`src/hdl/box_filter_5x5_stream_top_defines.svh`:
```
// Assertion macros shared by the box filter modules.
// Both expect clk_i and rst_ni in the scope where they are used.
`ifndef BOX_FILTER_5X5_STREAM_TOP_DEFINES_SVH
`define BOX_FILTER_5X5_STREAM_TOP_DEFINES_SVH

`define BFX_ASSERT_IMP(lbl, ante, cons, msg) \
  lbl: assert property (@(posedge clk_i) disable iff (!rst_ni) (ante) |-> (cons)) \
    else $error(msg);

`define BFX_ASSERT_NXT(lbl, ante, cons, msg) \
  lbl: assert property (@(posedge clk_i) disable iff (!rst_ni) (ante) |=> (cons)) \
    else $error(msg);

`endif

```
`src/hdl/bfx_pkg.sv`:
```
`timescale 1ns / 1ps

package bfx_pkg;

  localparam int MAX_WIDTH   = 1024;
  localparam int WIN         = 5;
  localparam int BUF_ROWS    = WIN - 1;
  localparam int WIN_COUNT   = WIN * WIN;

  localparam int PIX_W       = 16;
  localparam int WIDTH_REG_W = 11;
  localparam int HEIGHT_W    = 16;
  localparam int OFFSET_W    = 16;
  localparam int CFG_DATA_W  = 16;
  localparam int CFG_IDX_W   = 2;

  localparam int COL_W       = $clog2(MAX_WIDTH);
  localparam int EW_W        = $clog2(MAX_WIDTH + 1);
  localparam int WCMP_W      = (EW_W > WIDTH_REG_W) ? EW_W : WIDTH_REG_W;
  localparam int LINE_W      = BUF_ROWS * PIX_W;

  localparam int ROWSUM_W    = PIX_W + $clog2(WIN);
  localparam int SUM_W       = PIX_W + $clog2(WIN_COUNT);

  localparam int RECIP_SHIFT = SUM_W + 5;
  localparam longint unsigned RECIP_MULT_L =
    ((64'd1 << RECIP_SHIFT) + WIN_COUNT - 1) / WIN_COUNT;
  localparam int RECIP_W     = $clog2(RECIP_MULT_L + 1);
  localparam logic [RECIP_W-1:0] RECIP_MULT = RECIP_W'(RECIP_MULT_L);
  localparam int PROD_W      = SUM_W + RECIP_W;

  typedef enum logic [CFG_IDX_W-1:0] {
    REG_IMAGE_WIDTH   = 2'd0,
    REG_IMAGE_HEIGHT  = 2'd1,
    REG_RESULT_OFFSET = 2'd2
  } cfg_reg_e;

  typedef struct packed {
    logic emit;
    logic last;
  } tag_t;

endpackage

```
`src/hdl/bfx_mean.sv`:
```
`timescale 1ns / 1ps

module bfx_mean (
  input  logic                         clk_i,
  input  logic                         rst_ni,
  input  logic                         in_valid_i,
  output logic                         in_ready_o,
  input  bfx_pkg::tag_t                in_tag_i,
  input  logic [bfx_pkg::PIX_W-1:0]    win_i [bfx_pkg::WIN][bfx_pkg::WIN],
  input  logic [bfx_pkg::OFFSET_W-1:0] offset_i,
  output logic                         out_valid_o,
  input  logic                         out_ready_i,
  output logic [bfx_pkg::PIX_W-1:0]    filtered_value_o,
  output logic                         frame_last_o
);
  import bfx_pkg::*;

  logic                v3_q, v4_q, v5_q, v6_q;
  logic                last3_q, last4_q, last5_q, last6_q;
  logic [ROWSUM_W-1:0] rowsum_d [WIN];
  logic [ROWSUM_W-1:0] rowsum_q [WIN];
  logic [SUM_W-1:0]    total_d, total_q;
  logic [PROD_W-1:0]   prod;
  logic [PIX_W-1:0]    quot_q;
  logic [PIX_W-1:0]    out_q;
  logic                ready4, ready5, ready6;

  assign ready6     = !v6_q || out_ready_i;
  assign ready5     = !v5_q || ready6;
  assign ready4     = !v4_q || ready5;
  assign in_ready_o = !v3_q || ready4;

  always_comb begin
    for (int i = 0; i < WIN; i++) begin
      rowsum_d[i] = '0;
      for (int j = 0; j < WIN; j++) begin
        rowsum_d[i] = rowsum_d[i] + ROWSUM_W'(win_i[i][j]);
      end
    end
  end

  always_comb begin
    total_d = '0;
    for (int i = 0; i < WIN; i++) begin
      total_d = total_d + SUM_W'(rowsum_q[i]);
    end
  end

  // Division by the window area through a scaled reciprocal; exact over the sum range.
  assign prod = PROD_W'(total_q) * PROD_W'(RECIP_MULT);

  always_ff @(posedge clk_i or negedge rst_ni) begin
    if (!rst_ni) begin
      v3_q <= 1'b0;
      v4_q <= 1'b0;
      v5_q <= 1'b0;
      v6_q <= 1'b0;
    end else begin
      if (in_ready_o) begin
        v3_q <= in_valid_i && in_tag_i.emit;
      end
      if (ready4) begin
        v4_q <= v3_q;
      end
      if (ready5) begin
        v5_q <= v4_q;
      end
      if (ready6) begin
        v6_q <= v5_q;
      end
    end
  end

  always_ff @(posedge clk_i) begin
    if (in_ready_o) begin
      rowsum_q <= rowsum_d;
      last3_q  <= in_tag_i.last;
    end
    if (ready4) begin
      total_q <= total_d;
      last4_q <= last3_q;
    end
    if (ready5) begin
      quot_q  <= prod[RECIP_SHIFT +: PIX_W];
      last5_q <= last4_q;
    end
    if (ready6) begin
      out_q   <= quot_q + offset_i;
      last6_q <= last5_q;
    end
  end

  assign out_valid_o      = v6_q;
  assign filtered_value_o = out_q;
  assign frame_last_o     = last6_q;

endmodule
```
`config.mk`:
```
export PLATFORM = sky130hd
export DESIGN_NAME = bfx_mean
export DESIGN_NICKNAME = d
export VERILOG_FILES = /design/src/hdl/box_filter_5x5_stream_top_defines.svh /design/src/hdl/bfx_pkg.sv /design/src/hdl/bfx_mean.sv
export SDC_FILE = /design/constraint.sdc
export NUM_CORES = 1
export LEC_CHECK = 0
export BUFFER_PORTS_ARGS = -buffer_cell sky130_fd_sc_hd__clkbuf_2
export CORE_UTILIZATION = 40
export DETAILED_ROUTE_END_ITERATION = 8
export PLACE_DENSITY = 0.59
export REMOVE_ABC_BUFFERS = 1
export SLEW_MARGIN = 20
export SYNTH_ARGS = -nofsm -noshare
export SYNTH_HDL_FRONTEND = slang
export SYNTH_SLANG_ARGS = --single-unit
```
`constraint.sdc`:
```
create_clock -name clk_i -period 8.7 [get_ports clk_i]
set_clock_uncertainty 0.2 [all_clocks]
set_input_delay 0.87 -clock clk_i [delete_from_list [all_inputs] [get_ports clk_i]]
set_output_delay 0.87 -clock clk_i [all_outputs]
set_load 0.01 [all_outputs]
```
# Word-level counts from Yosys, hierarchy flattened
# Index checks and enable logic that the tools add are counted.
# word_totals
in_bits	422
output_inout_bits	19
reg_bits	156
wordCells	51
# classes
addsub	25
reduce_logical	9
n_mul	1
# ops
op	count
$add 18x16->19	5
$add 19x16->19	5
$add 17x16->18	5
$add 16x16->17	5
$add 21x19->21	2
$mul 21x22->42 const B	1
$add 20x19->21	1
$add 19x19->20	1
$add 16x16->16	1
$logic_not 1->1	4
$logic_or 1x1->1	4
$logic_and 1x1->1	1

# Logic depth before layout (Yosys ltp)
# logic_depth
word_depth	5
depth_mapped	25
depth_no_buf	25

# Worst setup path before layout
# No wires, ideal clock.
# synth_path
path_kind	flip-flop to flip-flop
startpoint	register total_q[4]
endpoint	register quot_q[12] (data pin)
n_path_buf	0
t_required_ns	8.237
path_slack_ns	2.590
arrival_time_ns	5.647
stages_incl_launch_ff	22
setup_ns	0.263
period_less_slack_ns	6.110
cell_sequence	edfxtp_1 > inv_1 > fa_1 > fa_1 > fa_1 > fa_1 > fa_1 > inv_1 > fa_1 > inv_1 > fa_1 > inv_1 > ha_1 > o21ai_0 > nor2_1 > nand4_1 > o31ai_2 > o21ai_1 > nand2b_1 > a21oi_2 > nor4b_1 > nor3_1
# synth_between
elab_chain_cells	1
# synth_lines
item	line_no	text
start: declaration	bfx_mean.sv:22	logic [SUM_W-1:0] total_d, total_q;
start signal: assignment	bfx_mean.sv:80	total_q <= total_d;
$mul 21x22->42	bfx_mean.sv:50	assign prod = PROD_W'(total_q) * PROD_W'(RECIP_MULT);
net prod[38]	bfx_mean.sv:23	logic [PROD_W-1:0] prod;
end signal: assignment	bfx_mean.sv:84	quot_q <= prod[RECIP_SHIFT +: PIX_W];
end: declaration	bfx_mean.sv:24	logic [PIX_W-1:0] quot_q;
# The timed path passes the listed nets, and every way through them passes these cells.
# A chain may end at the register's enable or synchronous reset.

# Worst setup path in the final report
# layout_path
startpoint	register total_q[6]
endpoint	register quot_q[12] (data pin)
# The elaborated chain is that of the path after synthesis.

==> results.md <==
- DRT Wirelength: 56.7 mm
- TritonCTS sink count: 156
- Layout fillers: 5250
- Via count: 15246
- Postcts setup bufs: 0
- Hold Path Depth: 0
- Unrepaired setup endpoints after global routing: false
- N_diodes: 0
- DR pass1 iterations: 5
- Most frequent cells after synthesis: 447 x fa_1, 334 x ha_1, 312 x inv_1, 152 x edfxtp_1, 99 x a21oi_1
- Netlist Area Pre-Place: 0.0230 sq mm
- Initial core utilization: 40.6%
- Global route overflow: 0
- Sequential area share after synthesis: 20.3%
- Top post-synthesis cells by area: fa_1 39%, edfxtp_1 20%, ha_1 18%
- CTS-repair resized insts: 0
- Port Buffers: 440
- Die ar.: 0.0585 sq mm
- Crit start category: register
- Synth Register Bits: 156
- CTS tree: done
- Worst-Skew Late Latency: 480 ps
- Drt via density: 4.87
- Cell taking the most area after synthesis: fa_1
- Final Slew Violations: 0
- Max-cap violation count: 0
- Clock-pin slew on the worst setup and hold paths: 70 ps
- CP required: 8820 ps
- Yosys warning count: 0
- Setup TNS: 0 ps
- Min-delay worst type: register to register
- Initial antenna violation count: 3
- # setup viols final: 0
- CP Capture Type: register
- Post-route DRC: 0
- Register area: 0.00466 sq mm
- Tcrit/Tclk final: 76.3%
- Final Cell Area: 0.0268 sq mm
- # rows: 87
- Wirelength per Cell: 18.1 microns
- Post-synth EDFFs: 152
- Top FF cell, synth: edfxtp_1
- HPWL after DPL: 52.3 mm
- Synth Area per Inst: 12.1 sq um
- Routability cong.: 0.934
- Root buffer cell: clkbuf_16
- R2R depth: 19
- Core ar.: 0.0566 sq mm
- Cts bufs inserted: 17
- Critical-path maximum fanout: 6
- Count leader, synth: fa_1
- Measured slew at the worst slew-check pin: 728 ps
- Layout cell share with drive strength beyond 1: 20.8%
- Unique masters post-synth: 60
- Synth async-reset ratio: 2.56%
- Multi-input logic area: 0.0172 sq mm
- Post-placement cell area: 0.0262 sq mm
- Final Hold Fails: 0
- GRT Util Overall: 20.3%
- Antenna viol nets, final: 0
- Net count, final: 3563
- Die Width: 242 microns
- H-tree levels: 4
- Max Freq: 151 MHz
- Area share of the largest cell type after synthesis: 38.9%
- Largest net degree at the start of global routing: 99
- Syn Inst Count: 1899
- Slew margin rel.: 51.4%
- Clock Path Buffers: 2
- Die Ht: 242 microns
- Area delta synth->final: 16.4%
- Crit path kind: register to register
- First-pass GRT wire length: 89.7 mm
- IO Count: 441
- Worst EP arrival: 6760 ps
- Fin crit period: 6640 ps
- Number of global-route vias before repair: 16993
- Status: completed
- Initial DRC Count: 530
==> cells by family (layout without fill, tap and decap cells) <==
family,after synthesis,after routing,share of synthesized area (%)
buffers and inverters,313,787,5.11
XOR/XNOR,118,118,4.49
adder cells (fa/ha/maj),781,781,57.1
AO/OA/AOI/OAI,270,270,7.53
AND/OR/NAND/NOR,261,261,5.54
flip-flops,156,156,20.3
==> cells in the final DEF, fill, tap and decap left out, drive strengths merged, types with 3 or more instances in the layout <==
cell / count
o21a: 7
nor2b: 24
clkinvlp: 3
nand4: 12
nand3: 21
o211ai: 4
nor2: 69
clkinv: 4
inv: 317
nand2: 63
o41ai: 5
or2: 9
a21o: 36
a211o: 4
a21boi: 8
a31oi: 8
a2111oi: 4
ha: 334
nor3: 27
o31ai: 4
and3: 10
fa: 447
or3: 5
xor2: 24
nand2b: 13
dfrtp: 4
o311ai: 4
a211oi: 6
clkbuf: 458
o21ai: 50
edfxtp: 152
xnor2: 94
a21oi: 102
o21bai: 12
==> state kept, by name, summed over array words and instances, names as in the netlist <==
name / count
out_valid_o: 1
last5_q: 1
quot_q: 16
total_q: 21
frame_last_o: 1
v3_q: 1
last4_q: 1
filtered_value_o: 16
v5_q: 1
rowsum_q: 95
v4_q: 1
last3_q: 1
==> routing by layer <==
metal	track usage [%]	vias to the layer above	part of all wire [%]
met3	4.06	55	4.3
met5	0	-	0.072
li1	-	7302	-
met4	6.79	6	2.4
met2	36.2	312	52
met1	24.2	7571	41
==> cell type report <==
cell class,instances,share of cell area (%)
clock buffer,18,1.60
clock inverter,14,0.603
inverter,312,4.37
multi-input combinational,1430,64.1
sequential,156,17.4
tap,756,3.53
timing repair buffer,443,8.36
==> final timing paths <==
| kind | end | from | slack [ps] |
|---|---|---|---|
| worst min register to register | last4_q | last3_q | 220 |
| min in group asynchronous | v5_q | rst_ni | 520 |
| worst max-delay path | quot_q[12] | total_q[6] | 2060 |
| worst min-delay path | last4_q | last3_q | 220 |
| worst max register to register | quot_q[12] | total_q[6] | 2060 |
| max in group asynchronous | out_valid_o | rst_ni | 7650 |
==> critical path, cell delays in order, from the launching register on <==
cell      delay, ps
edfxtp_1        540
fa_1            670
inv_1            80
fa_1            430
fa_1            540
inv_1            60
fa_1            580
fa_1            440
fa_1            410
fa_1            460
ha_1            360
nand2_1         100
nor3_2          270
nand4_1         150
o31ai_2         360
nor2_2          130
o211ai_2        240
a21oi_1         130
nor3b_1         150
nor3_1          180
==> through the flow <==
| stage | hold slack (ps) | cells | setup WS, ps | utilization (%) |
|---|---|---|---|---|
| 6_report | 221 | 3129 | 2060 | 47.3 |
| 5_1_grt | 225 | 3129 | 1600 | 47.3 |
| 4_1_cts | 221 | 3129 | 1990 | 47.3 |
| 3_5_place_dp | 205 | 3096 | 2020 | 46.2 |
| 3_3_place_gp | 204 | 3096 | 2170 | 46.2 |
| 2_1_floorplan | 200 | 1898 | 2590 | - |
==> repair_timing <==
item,in CTS,in global routing
hold endpoints to repair,4,0
setup endpoints to repair,0,0
hold buffers,1,0
Power is left out: the tool's default activity adds up to more than one toggle a clock period on the data nets, which glitch-free logic cannot reach.
