<file path="config.mk">
export PLATFORM = sky130hd
export DESIGN_NAME = bfx_window
export DESIGN_NICKNAME = d
export VERILOG_FILES = /design/src/hdl/box_filter_5x5_stream_top_defines.svh /design/src/hdl/bfx_pkg.sv /design/src/hdl/bfx_window.sv
export SDC_FILE = /design/constraint.sdc
export NUM_CORES = 1
export LEC_CHECK = 0
export BUFFER_PORTS_ARGS = -buffer_cell sky130_fd_sc_hd__buf_2
export CORE_AREA = 4 4 212 214
export DETAILED_ROUTE_END_ITERATION = 7
export DIE_AREA = 0 0 216 218
export PLACE_DENSITY = 0.66
export REMOVE_ABC_BUFFERS = 1
export SYNTH_ARGS = -nofsm -noshare
export SYNTH_HDL_FRONTEND = slang
export SYNTH_SLANG_ARGS = --single-unit
export TNS_END_PERCENT = 1
</file>
<file path="constraint.sdc">
create_clock -name clk_i -period 1.74 [get_ports clk_i]
set_input_delay 0.087 -clock clk_i [delete_from_list [all_inputs] [get_ports clk_i]]
set_output_delay 0.087 -clock clk_i [all_outputs]
set_load 0.005 [all_outputs]
</file>
<file path="src/hdl/box_filter_5x5_stream_top_defines.svh">
// Assertion macros shared by the box filter modules.
// Both expect clk_i and rst_ni in the scope where they are used.
`ifndef BOX_FILTER_5X5_STREAM_TOP_DEFINES_SVH
`define BOX_FILTER_5X5_STREAM_TOP_DEFINES_SVH

`define BFX_ASSERT_IMP(lbl, ante, cons, msg) \
  lbl: assert property (@(posedge clk_i) disable iff (!rst_ni) (ante) |-> (cons)) \
    else $error(msg);

`define BFX_ASSERT_NXT(lbl, ante, cons, msg) \
  lbl: assert property (@(posedge clk_i) disable iff (!rst_ni) (ante) |=> (cons)) \
    else $error(msg);

`endif

</file>
<file path="src/hdl/bfx_pkg.sv">
`timescale 1ns / 1ps

package bfx_pkg;

  localparam int MAX_WIDTH   = 1024;
  localparam int WIN         = 5;
  localparam int BUF_ROWS    = WIN - 1;
  localparam int WIN_COUNT   = WIN * WIN;

  localparam int PIX_W       = 16;
  localparam int WIDTH_REG_W = 11;
  localparam int HEIGHT_W    = 16;
  localparam int OFFSET_W    = 16;
  localparam int CFG_DATA_W  = 16;
  localparam int CFG_IDX_W   = 2;

  localparam int COL_W       = $clog2(MAX_WIDTH);
  localparam int EW_W        = $clog2(MAX_WIDTH + 1);
  localparam int WCMP_W      = (EW_W > WIDTH_REG_W) ? EW_W : WIDTH_REG_W;
  localparam int LINE_W      = BUF_ROWS * PIX_W;

  localparam int ROWSUM_W    = PIX_W + $clog2(WIN);
  localparam int SUM_W       = PIX_W + $clog2(WIN_COUNT);

  localparam int RECIP_SHIFT = SUM_W + 5;
  localparam longint unsigned RECIP_MULT_L =
    ((64'd1 << RECIP_SHIFT) + WIN_COUNT - 1) / WIN_COUNT;
  localparam int RECIP_W     = $clog2(RECIP_MULT_L + 1);
  localparam logic [RECIP_W-1:0] RECIP_MULT = RECIP_W'(RECIP_MULT_L);
  localparam int PROD_W      = SUM_W + RECIP_W;

  typedef enum logic [CFG_IDX_W-1:0] {
    REG_IMAGE_WIDTH   = 2'd0,
    REG_IMAGE_HEIGHT  = 2'd1,
    REG_RESULT_OFFSET = 2'd2
  } cfg_reg_e;

  typedef struct packed {
    logic emit;
    logic last;
  } tag_t;

endpackage

</file>
<file path="src/hdl/bfx_window.sv">
`timescale 1ns / 1ps

module bfx_window (
  input  logic                       clk_i,
  input  logic                       rst_ni,
  input  logic                       shift_i,
  input  logic [bfx_pkg::LINE_W-1:0] rd_word_i,
  input  logic [bfx_pkg::PIX_W-1:0]  pixel_i,
  output logic [bfx_pkg::LINE_W-1:0] wr_word_o,
  output logic [bfx_pkg::PIX_W-1:0]  win_o [bfx_pkg::WIN][bfx_pkg::WIN]
);
  import bfx_pkg::*;

  logic [PIX_W-1:0] win_q [WIN][WIN];
  logic [PIX_W-1:0] col_new [WIN];

  // New window column, oldest row first, with the incoming pixel at the bottom.
  always_comb begin
    for (int i = 0; i < BUF_ROWS; i++) begin
      col_new[i] = rd_word_i[PIX_W*(BUF_ROWS-1-i) +: PIX_W];
    end
    col_new[BUF_ROWS] = pixel_i;
  end

  // Each row ages by one slot and the pixel becomes the newest row.
  assign wr_word_o = {rd_word_i[LINE_W-PIX_W-1:0], pixel_i};

  always_ff @(posedge clk_i or negedge rst_ni) begin
    if (!rst_ni) begin
      for (int i = 0; i < WIN; i++) begin
        for (int j = 0; j < WIN; j++) begin
          win_q[i][j] <= '0;
        end
      end
    end else if (shift_i) begin
      for (int i = 0; i < WIN; i++) begin
        for (int j = 0; j < WIN - 1; j++) begin
          win_q[i][j] <= win_q[i][j+1];
        end
        win_q[i][WIN-1] <= col_new[i];
      end
    end
  end

  assign win_o = win_q;

endmodule

</file>
### Word level (Yosys, flattened, before mapping)

Cells that the tools add are included.
W data, S select, Z words.

| storage, ports and cells | value |
|---|---|
| register bits | 400 |
| input bits | 83 |
| output and inout port bits | 464 |
| word-level logic and storage cells | 25 |

### Depth between registers and ports, before layout

Gate-level depths: netlist of run 1.

| logic depth | value |
|---|---|
| depth after elaboration | 0 |
| mapped depth | 4 |
| depth with buffers taken out | 1 |

### Worst setup path after synthesis of run 1

OpenSTA, ideal clock, no wires.

| timing | value |
|---|---|
| path type | input -> register |
| start point | input port shift_i |
| end point | register win_q (netlist bit win_o[0]) |
| arrival time | 815 ps |
| data required time | 1615 ps |
| path slack | 800 ps |
| stages | 4 |
| path buffers | 3 |
| path through | buf_6 -> buf_12 -> buf_12 -> mux2_4 |

RTL lines:

| what | RTL line | source |
|---|---|---|
| start: declaration | bfx_window.sv:6 | `input logic shift_i,` |
| end signal: indexed assignment | bfx_window.sv:38 | `win_q[i][j] <= win_q[i][j+1];` |
| end signal: indexed assignment | bfx_window.sv:40 | `win_q[i][WIN-1] <= col_new[i];` |
| end: declaration | bfx_window.sv:14 | `logic [PIX_W-1:0] win_q [WIN][WIN];` |

No word-level cell between the ends.

==> impl_metrics.py, run 1 <==
metrics = {
    "timing": {
        "finalHoldViolations": 0,
        "tns_ns": 0,
        "setup_viol": 0,
        "post-route-period-util_pct": 79.0,
        "slew_headroom_pct": 67.8,
        "period_needed_ns": 1.38,
        "fmaxAchievable_mhz": 727,
        "fin_skew_ns": 0.0148,
        "finalMaxSlewViolations": 0,
        "tightest_slew_ns": 0.484,
        "rsz0062_at_grt": "no",
    },
    "yosys": {
        "synth_cell_type_count": 5,
        "synth_ff_type": "dfrtp_1",
        "synth_edf_count": 0,
        "synth_top_cells_by_area": "dfrtp_1 58%, mux2_4 35%, buf_12 5.1%",
        "synth-seq-area-share_pct": 57.6,
        "syn_inst": 909,
        "yosysTopAreaCellShare_pct": 57.6,
        "ys_ff_latch": 400,
        "syn_area_sq_mm": 0.0174,
        "syn_area_per_cell_sq_um": 19.1,
        "synthTopCellsByCount": "400 x dfrtp_1, 400 x mux2_4, 64 x buf_4",
        "ys_warn_count": 0,
        "synth_top_cell_by_area": "dfrtp_1",
        "async_flop_share_pct": 100,
    },
    "setup_path": {
        "critPathLaunchType": "register",
        "end_kind": "register",
        "arrival_ns": 1.80,
        "crit_type": "reg2reg",
        "r2r_slack_ns": 0.36,
        "cp.required_ns": 2.17,
        "worstPathMaxFanout": 3,
    },
    "die": {
        "core_sq_mm": 0.0429,
        "io_pins": 547,
        "fp.dieArea_sq_mm": 0.0471,
        "die_w_um": 216,
        "die_h_um": 218,
        "start_util_pct": 40.5,
        "num_rows": 76,
    },
    "routing": {
        "ant_nets": 0,
        "wl_um": 41500,
        "wl_per_cell_um": 19.3,
        "route.detailed.drc": 0,
        "viasPerCell": 4.57,
        "firstDrtPassIters": 6,
        "first_iter_violations": 494,
        "route.vias.total": 9854,
    },
    "final_layout": {
        "area_growth_pct": 29.4,
        "largest_reg_flops": 400,
        "multiInputGateArea_sq_mm": 0.00601,
        "drive_gt1_share_pct": 68.4,
        "fin_nets": 1616,
        "diodes": 0,
        "post-route-util_pct": 52.5,
        "fill_cells": 3523,
        "fin_cells": 2154,
        "seq_area_sq_mm": 0.0100,
    },
    "pwr": {
        "ir_worst_vdd_uv": 860,
        "p_per_area_mw_per_mm2": 1270,
        "power_switching_mw": 7.50,
        "p_comb_share_pct": 22.2,
        "seq_power_share_pct": 44.4,
        "p_leak_nw": 11.6,
        "power_frac_clock_pct": 33.4,
        "netSwitchingFraction_pct": 26.3,
        "internal-power_mw": 21.1,
    },
    "clock_network": {
        "clock-sinks": 400,
        "numCtsBuffers": 45,
        "clkTransAtPathRegs_ns": 0.06,
        "clock-root-buffer": "clkbuf_16",
        "clock_latency_ns": 0.55,
        "cts_max_path_buffers": 3,
        "cts_tree": "done",
        "postCtsSetupBuffers": 0,
        "h-tree-depth": 2,
        "ctsResizeCount": 0,
    },
    "global_routing": {
        "grt_pass1_wl_um": 64400,
        "grt_start_max_net_pins": 79,
        "grt_usage_pct": 17.1,
        "grt_pass1_vias": 10700,
        "antenna_found_initial": 0,
        "overflow": 0,
    },
    "placement": {
        "dp_hpwl_um": 29600,
        "dp_cells": 1986,
        "io_buffers": 546,
        "place_congestion": 0.808,
    },
    "worst_hold_path": {
        "hold_path.class": "in2async",
    },
    "outcome": {
        "status": "complete, no violations",
    },
    "flow_run": {
        "drv_cap": 0,
    },
}
==> worst max-delay path, stage by stage, from the launching register on <==
cell           delay [ns]
dfrtp_1              0.42
mux2_4               0.28
dlygate4sd3_1        0.56
==> cells by family (layout without fill, tap and decap cells) <==
kind of cell / count (synthesis) / count (layout) / share of synthesized area, %
multiplexers: 400 / 400 / 34.5
flip-flops: 400 / 400 / 57.6
buffers and inverters: 109 / 769 / 7.89
==> routing by layer <==
metal / track usage, % / vias to the layer above / part of all wire, %
li1: - / 4366 / -
met1: 22.1 / 5040 / 41
met2: 28.2 / 389 / 49
met3: 5.14 / 59 / 8.0
met4: 5.08 / 0 / 2.1
met5: 0 / - / 0
==> cell usage in the layout (no fill, tap or decap) <==
cell type / instances
dfrtp_1: 400
clkbuf_8: 10
buf_8: 2
buf_12: 18
clkbuf_16: 47
bufinv_16: 3
clkinv_2: 10
buf_4: 37
inv_6: 2
clkbuf_1: 11
dlygate4sd3_1: 85
mux2_4: 400
buf_2: 544
==> timing repair <==
item,in CTS,in global routing
endpoints found under the setup margin,0,0
hold endpoints to repair,336,0
hold buffers,85,0
==> power by group through the flow <==
stage	clock network [mW]	logic [mW]	registers (mW)
detailed placement	0	6.26	12.8
finish	9.54	6.34	12.7
floorplan	0	2.81	12.6
CTS	9.85	6.43	12.7
global placement	0	6.16	12.8
global route	10.3	6.77	13.0
==> per-stage QoR <==
step | hold WS (ns) | power (mW) | cell area (sq um) | setup slack (ns)
after global routing | 0.0470 | 30.0 | 22500 | 0.335
final | 0.0335 | 28.6 | 22500 | 0.365
after CTS | 0.0127 | 29.0 | 22500 | 0.346
after global placement | 0.00483 | 18.9 | 20100 | 0.493
after detailed placement | 0.00632 | 19.1 | 20100 | 0.466
after floorplan | -0.209 | 15.5 | 16000 | 0.977
==> worst paths after layout <==
kind | startpoint | endpoint | cells after the start
worst min register to register | win_o[308] | win_o[308] | 1
min in group clk_i | rd_word_i[60] | win_o[332] | 3
worst min-delay path | rst_ni | win_o[163] | 2
max in group asynchronous | rst_ni | win_o[270] | 4
worst max-delay path | win_o[164] | win_o[164] | 2
worst max register to register | win_o[164] | win_o[164] | 2
==> cell type report <==
class	count	share of cell area, %
sequential	400	44.5
tap	585	3.25
clock buffer	68	6.02
multi-input combinational	400	26.7
timing repair buffer	686	18.9
clock inverter	15	0.701
Power figures use the tool's default switching activity.
==> run 2: changes to the inputs <==
PLACE_DENSITY = 0.68   (was 0.66)
clock period = 1.1 ns   (was 1.74 ns; I/O delays follow)
==> run 2 against run 1 <==
Net effect: clock-buffer cell count unchanged; clock power increased by 49%; register-to-register slack got worse by 0.30 ns; the flow now finishes with violations (negative setup slack); clock skew decreased by 0.0012 ns; largest power group unchanged; non-clock buffer count increased by 11; setup slack got worse by 0.49 ns; routed wire length increased by 0.99%.
==> impl_metrics.py, run 2 (same netlist as run 1, synthesis figures left out) <==
metrics = {
    "timing": {
        "fin_skew_ns": 0.0136,
        "period_needed_ns": 1.23,
        "rsz0062_at_grt": "yes",
        "finalMaxSlewViolations": 0,
        "tightest_slew_ns": 0.434,
        "slew_headroom_pct": 71.1,
        "fmaxAchievable_mhz": 813,
        "finalHoldViolations": 0,
        "holdWs_ns": 0.157,
        "post-route-period-util_pct": 112,
        "setup_slack_ns": -0.129,
        "setup_viol": 573,
    },
    "final_layout": {
        "layout_common_cells": "527 x buf_2, 400 x mux2_4, 395 x dfrtp_1",
        "fin_nets": 1625,
        "mostFrequentLayoutCell": "buf_2",
        "drive_gt1_share_pct": 69.0,
        "largest_reg_flops": 400,
        "post-route-util_pct": 52.8,
        "area_growth_pct": 30.2,
    },
    "die": {
        "die_h_um": 218,
        "io_pins": 547,
        "fp.dieArea_sq_mm": 0.0471,
        "core_sq_mm": 0.0429,
        "die_w_um": 216,
        "num_rows": 76,
        "start_util_pct": 40.5,
    },
    "setup_path": {
        "cp_cell_sequence": "buf_6",
        "arrival_ns": 1.17,
        "cp.required_ns": 1.04,
        "r2r_slack_ns": 0.06,
        "r2r_cells": 2,
        "r2r-end": "win_o[157]",
        "crit_type": "reg2out",
        "path_buf_inv": 1,
        "end_kind": "output pin",
        "cpLargestDelayFamily": "flip-flops",
        "critical_path.slowest_cell": "dfrtp_2",
        "worst_path_largest_cell_delay_ns": 0.48,
        "critPathLaunchType": "register",
        "crit_start": "win_o[141]",
        "regToRegStartpoint": "win_o[141]",
        "worstPathMaxFanout": 3,
        "setup.worst_path.end": "win_o[141]",
        "cp_num_cells": 1,
    },
    "clock_network": {
        "clock_latency_ns": 0.54,
        "clock-sinks": 400,
        "numCtsBuffers": 43,
        "h-tree-depth": 2,
        "clkTransAtPathRegs_ns": 0.06,
        "clock-root-buffer": "clkbuf_16",
        "cts_tree": "done",
        "cts_max_path_buffers": 3,
    },
    "worst_hold_path": {
        "hold_path.class": "in2async",
    },
    "global_routing": {
        "grt_usage_pct": 17.2,
        "grt_pass1_wl_um": 64500,
        "antenna_found_initial": 0,
        "overflow": 0,
        "grt_start_max_net_pins": 83,
        "grt_pass1_vias": 10800,
    },
    "routing": {
        "ant_nets": 0,
        "viasPerCell": 4.61,
        "wl_per_cell_um": 19.4,
        "route.detailed.drc": 0,
        "first_iter_violations": 522,
        "route.vias.total": 9963,
        "firstDrtPassIters": 4,
        "wl_um": 42000,
    },
    "pwr": {
        "p_per_area_mw_per_mm2": 1970,
        "p_leak_nw": 11.7,
        "ir_worst_vdd_uv": 1100,
    },
    "placement": {
        "io_buffers": 546,
        "place_congestion": 0.786,
        "dp_hpwl_um": 29600,
    },
    "outcome": {
        "violations": "negative setup slack",
        "status": "finished, violations left",
    },
    "flow_run": {
        "drv_cap": 0,
    },
}
[run 2: routing by layer]
layer  GRT usage [%]  vias up  share of wire (%)  routed length (um)
li1                -     4393                  -                   -
met1            22.2     5124                 42               17600
met2            28.6      390                 49               20600
met3            4.88       56                6.9                2910
met4            4.50        0                1.9                 792
met5               0        -                  0                   0
[run 2: worst min path at each step]
stage | cells after the start | endpoint
3_3_place_gp | 1 | win_o[20]
3_5_place_dp | 1 | win_o[20]
4_1_cts | 3 | win_o[349]
2_1_floorplan | 0 | win_o[0]
5_1_grt | 3 | win_o[35]
6_report | 3 | win_o[349]
[run 2: worst min-delay path: stages]
cell and delay [ns]:
dlygate4sd3_1 0.56, buf_8 0.19, buf_4 0.19
[run 2: area by class of cell]
class                   instances  area [sq um]
multi-input cells             400          6010
clock buffers                  68          1330
diodes                          1          2.50
fillers                      3497         20200
clock inverters                11          87.6
repair buffers                697          4470
well taps                     585           732
flip-flops and latches        400         10000
[run 2: timing repair]
| item | 4_1_cts | 5_1_grt |
|---|---|---|
| hold endpoints to repair | 488 | 0 |
| resized for setup | 9 | 15 |
| pin swaps | 0 | 0 |
| setup endpoints to repair | 400 | 504 |
| buffers inserted | 4 | 5 |
| hold buffers | 83 | 0 |
[run 2: through the flow]
| stage | power [mW] | setup TNS, ns | area, sq um | std cells | setup WS (ns) |
|---|---|---|---|---|---|
| global placement | 29.9 | 0 | 20200 | 1990 | 0.0488 |
| detailed placement | 30.2 | 0 | 20200 | 1990 | 0.0248 |
| finish | 44.7 | -15.50 | 22600 | 2162 | -0.129 |
| floorplan | 24.5 | 0 | 16000 | 800 | 0.337 |
| CTS | 45.1 | -31.75 | 22500 | 2156 | -0.172 |
| global route | 46.9 | -38.01 | 22600 | 2161 | -0.175 |
[run 2: where the power goes]
part | total, mW | internal [mW] | leakage (nW) | switching (mW)
Clock | 14.2 | 8.54 | 0.707 | 5.68
Combinational | 10.2 | 6.68 | 6.28 | 3.54
Sequential | 20.2 | 17.7 | 4.70 | 2.57
Total | 44.7 | 32.9 | 11.7 | 11.8
==> run 3: changes to the inputs <==
==> constraint.sdc (replaced) <==
create_clock -name clk_i -period 1.1 [get_ports clk_i]
set_input_delay 0.22 -clock clk_i [delete_from_list [all_inputs] [get_ports clk_i]]
set_output_delay 0.22 -clock clk_i [all_outputs]
set_load 0.005 [all_outputs]
==> run 3 against run 2 <==
Net effect: the flow still finishes with violations (negative setup slack); worst hold slack got worse by 0.021 ns; global-route usage barely moved; die area unchanged; utilization rose by 0.42 points; critical path depth unchanged; total power is 0.51% higher; sequential cell count unchanged; sequential power barely moved; routed wire length fell by 0.31%; largest cell class unchanged.
==> impl_metrics.py, run 3 (same netlist as run 1, synthesis figures left out) <==
metrics = {
    "outcome": {
        "status": "finished, violations left",
        "violations": "negative setup slack",
    },
    "final_layout": {
        "post-route-util_pct": 53.2,
        "area_growth_pct": 31.3,
        "fill_cells": 3517,
        "fin_nets": 1646,
        "drive_gt1_share_pct": 69.6,
        "fin_cells": 2182,
        "layout_common_cells": "522 x buf_2, 400 x mux2_4, 391 x dfrtp_1",
        "mostFrequentLayoutCell": "buf_2",
        "largest_reg_flops": 400,
    },
    "routing": {
        "wl_um": 41800,
        "route.detailed.drc": 0,
        "ant_nets": 0,
        "first_iter_violations": 455,
        "route.vias.total": 9938,
        "viasPerCell": 4.55,
        "wl_per_cell_um": 19.2,
        "firstDrtPassIters": 4,
    },
    "placement": {
        "dp_cells": 2015,
        "io_buffers": 546,
        "dp_hpwl_um": 30200,
        "place_congestion": 0.796,
    },
    "die": {
        "io_pins": 547,
        "num_rows": 76,
        "core_sq_mm": 0.0429,
        "start_util_pct": 40.5,
        "die_w_um": 216,
        "fp.dieArea_sq_mm": 0.0471,
        "die_h_um": 218,
    },
    "setup_path": {
        "cpLargestDelayFamily": "flip-flops",
        "crit_type": "reg2out",
        "cp.required_ns": 0.88,
        "critPathLaunchType": "register",
        "worst_path_largest_cell_delay_ns": 0.46,
        "cp_cell_sequence": "buf_6",
        "worstPathMaxFanout": 3,
        "path_buf_inv": 1,
        "end_kind": "output pin",
        "critical_path.slowest_cell": "dfrtp_2",
        "arrival_ns": 1.16,
    },
    "timing": {
        "finalHoldViolations": 0,
        "rsz0062_at_grt": "yes",
        "holdWs_ns": 0.136,
        "period_needed_ns": 1.38,
        "tightest_slew_ns": 0.395,
        "post-route-period-util_pct": 126,
        "fmaxAchievable_mhz": 723,
        "finalMaxSlewViolations": 0,
        "fin_skew_ns": 0.00775,
        "slew_headroom_pct": 73.7,
        "setup_viol": 400,
        "setup_slack_ns": -0.284,
    },
    "global_routing": {
        "antenna_found_initial": 0,
        "grt_pass1_vias": 10800,
        "grt_pass1_wl_um": 64400,
        "overflow": 0,
        "grt_start_max_net_pins": 58,
        "grt_usage_pct": 17.1,
    },
    "pwr": {
        "p_leak_nw": 11.8,
        "p_per_area_mw_per_mm2": 1970,
        "ir_worst_vdd_uv": 1140,
    },
    "worst_hold_path": {
        "hold_path.class": "in2async",
    },
    "clock_network": {
        "cts_max_path_buffers": 3,
        "numCtsBuffers": 44,
        "clkTransAtPathRegs_ns": 0.06,
        "clock_latency_ns": 0.55,
        "clock-sinks": 400,
        "h-tree-depth": 2,
        "clock-root-buffer": "clkbuf_16",
        "cts_tree": "done",
    },
    "flow_run": {
        "drv_cap": 0,
    },
}
run 3: cell types whose count changed in the layout (fill, tap and decap cells not counted), sizes merged:
cell / before / now
buf: 614 / 636
bufinv: 1 / 2
clkbuf: 68 / 65
clkinv: 10 / 8
clkinvlp: 0 / 1
dlygate4sd3: 83 / 81
inv: 0 / 3
run 3: path summary, 6_finish.rpt:
check	from	to	slack, ns	cells past startpoint
max	win_o[141]	win_o[141]	-0.28	1
min reg2reg	win_o[65]	win_o[65]	0.51	1
min in group clk_i	shift_i	win_o[205]	0.23	3
max reg2reg	win_o[141]	win_o[141]	0.08	2
max in group asynchronous	rst_ni	win_o[342]	0.33	4
min	rst_ni	win_o[188]	0.14	2
run 3: worst register-to-register path, delay by kind of cell (launching register included):
family | cells | cell delay (ns)
flip-flops | 1 | 0.46
multiplexers | 1 | 0.26
buffers and inverters | 1 | 0.18
run 3: power by group:
part           internal, mW  switching (mW)
clock                  8.50            5.83
sequential             17.7            2.61
combinational          6.77            3.53
run 3: final cells by class:
class | count | area [sq um] | area share [%]
Clock buffer | 65 | 1270 | 5.57
Multi-Input combinational cell | 400 | 6010 | 26.3
Sequential cell | 400 | 10000 | 43.9
Antenna cell | 1 | 2.50 | 0.0110
Tap cell | 585 | 732 | 3.21
Timing Repair Buffer | 717 | 4650 | 20.4
Clock inverter | 14 | 141 | 0.619
run 3: timing repair:
action | in CTS | in global routing
hold endpoints to repair | 451 | 0
setup buffers | 4 | 2
gates resized for setup | 14 | 17
setup endpoints to repair | 400 | 400
hold buffers | 81 | 0
pin swaps | 0 | 0
run 3: per-layer routing:
| layer | up-vias | track usage (%) | wire length (um) | part of all wire, % |
|---|---|---|---|---|
| li1 | 4441 | - | - | - |
| met4 | 0 | 4.84 | 890 | 2.1 |
| met1 | 5055 | 22.2 | 18000 | 43 |
| met5 | - | 0 | 0 | 0 |
| met3 | 63 | 4.68 | 2720 | 6.5 |
| met2 | 379 | 28.5 | 20200 | 48 |
run 3: stage by stage:
| stage | power [mW] | setup TNS [ns] | setup WS (ns) | cell area (sq um) |
|---|---|---|---|---|
| finish | 44.9 | -83.59 | -0.284 | 22800 |
| global route | 47.0 | -106.71 | -0.343 | 22800 |
| CTS | 45.3 | -102.10 | -0.336 | 22700 |
| detailed placement | 30.3 | -37.75 | -0.151 | 20400 |
| global placement | 30.0 | -33.71 | -0.134 | 20400 |
| floorplan | 24.5 | 0 | 0.337 | 16000 |
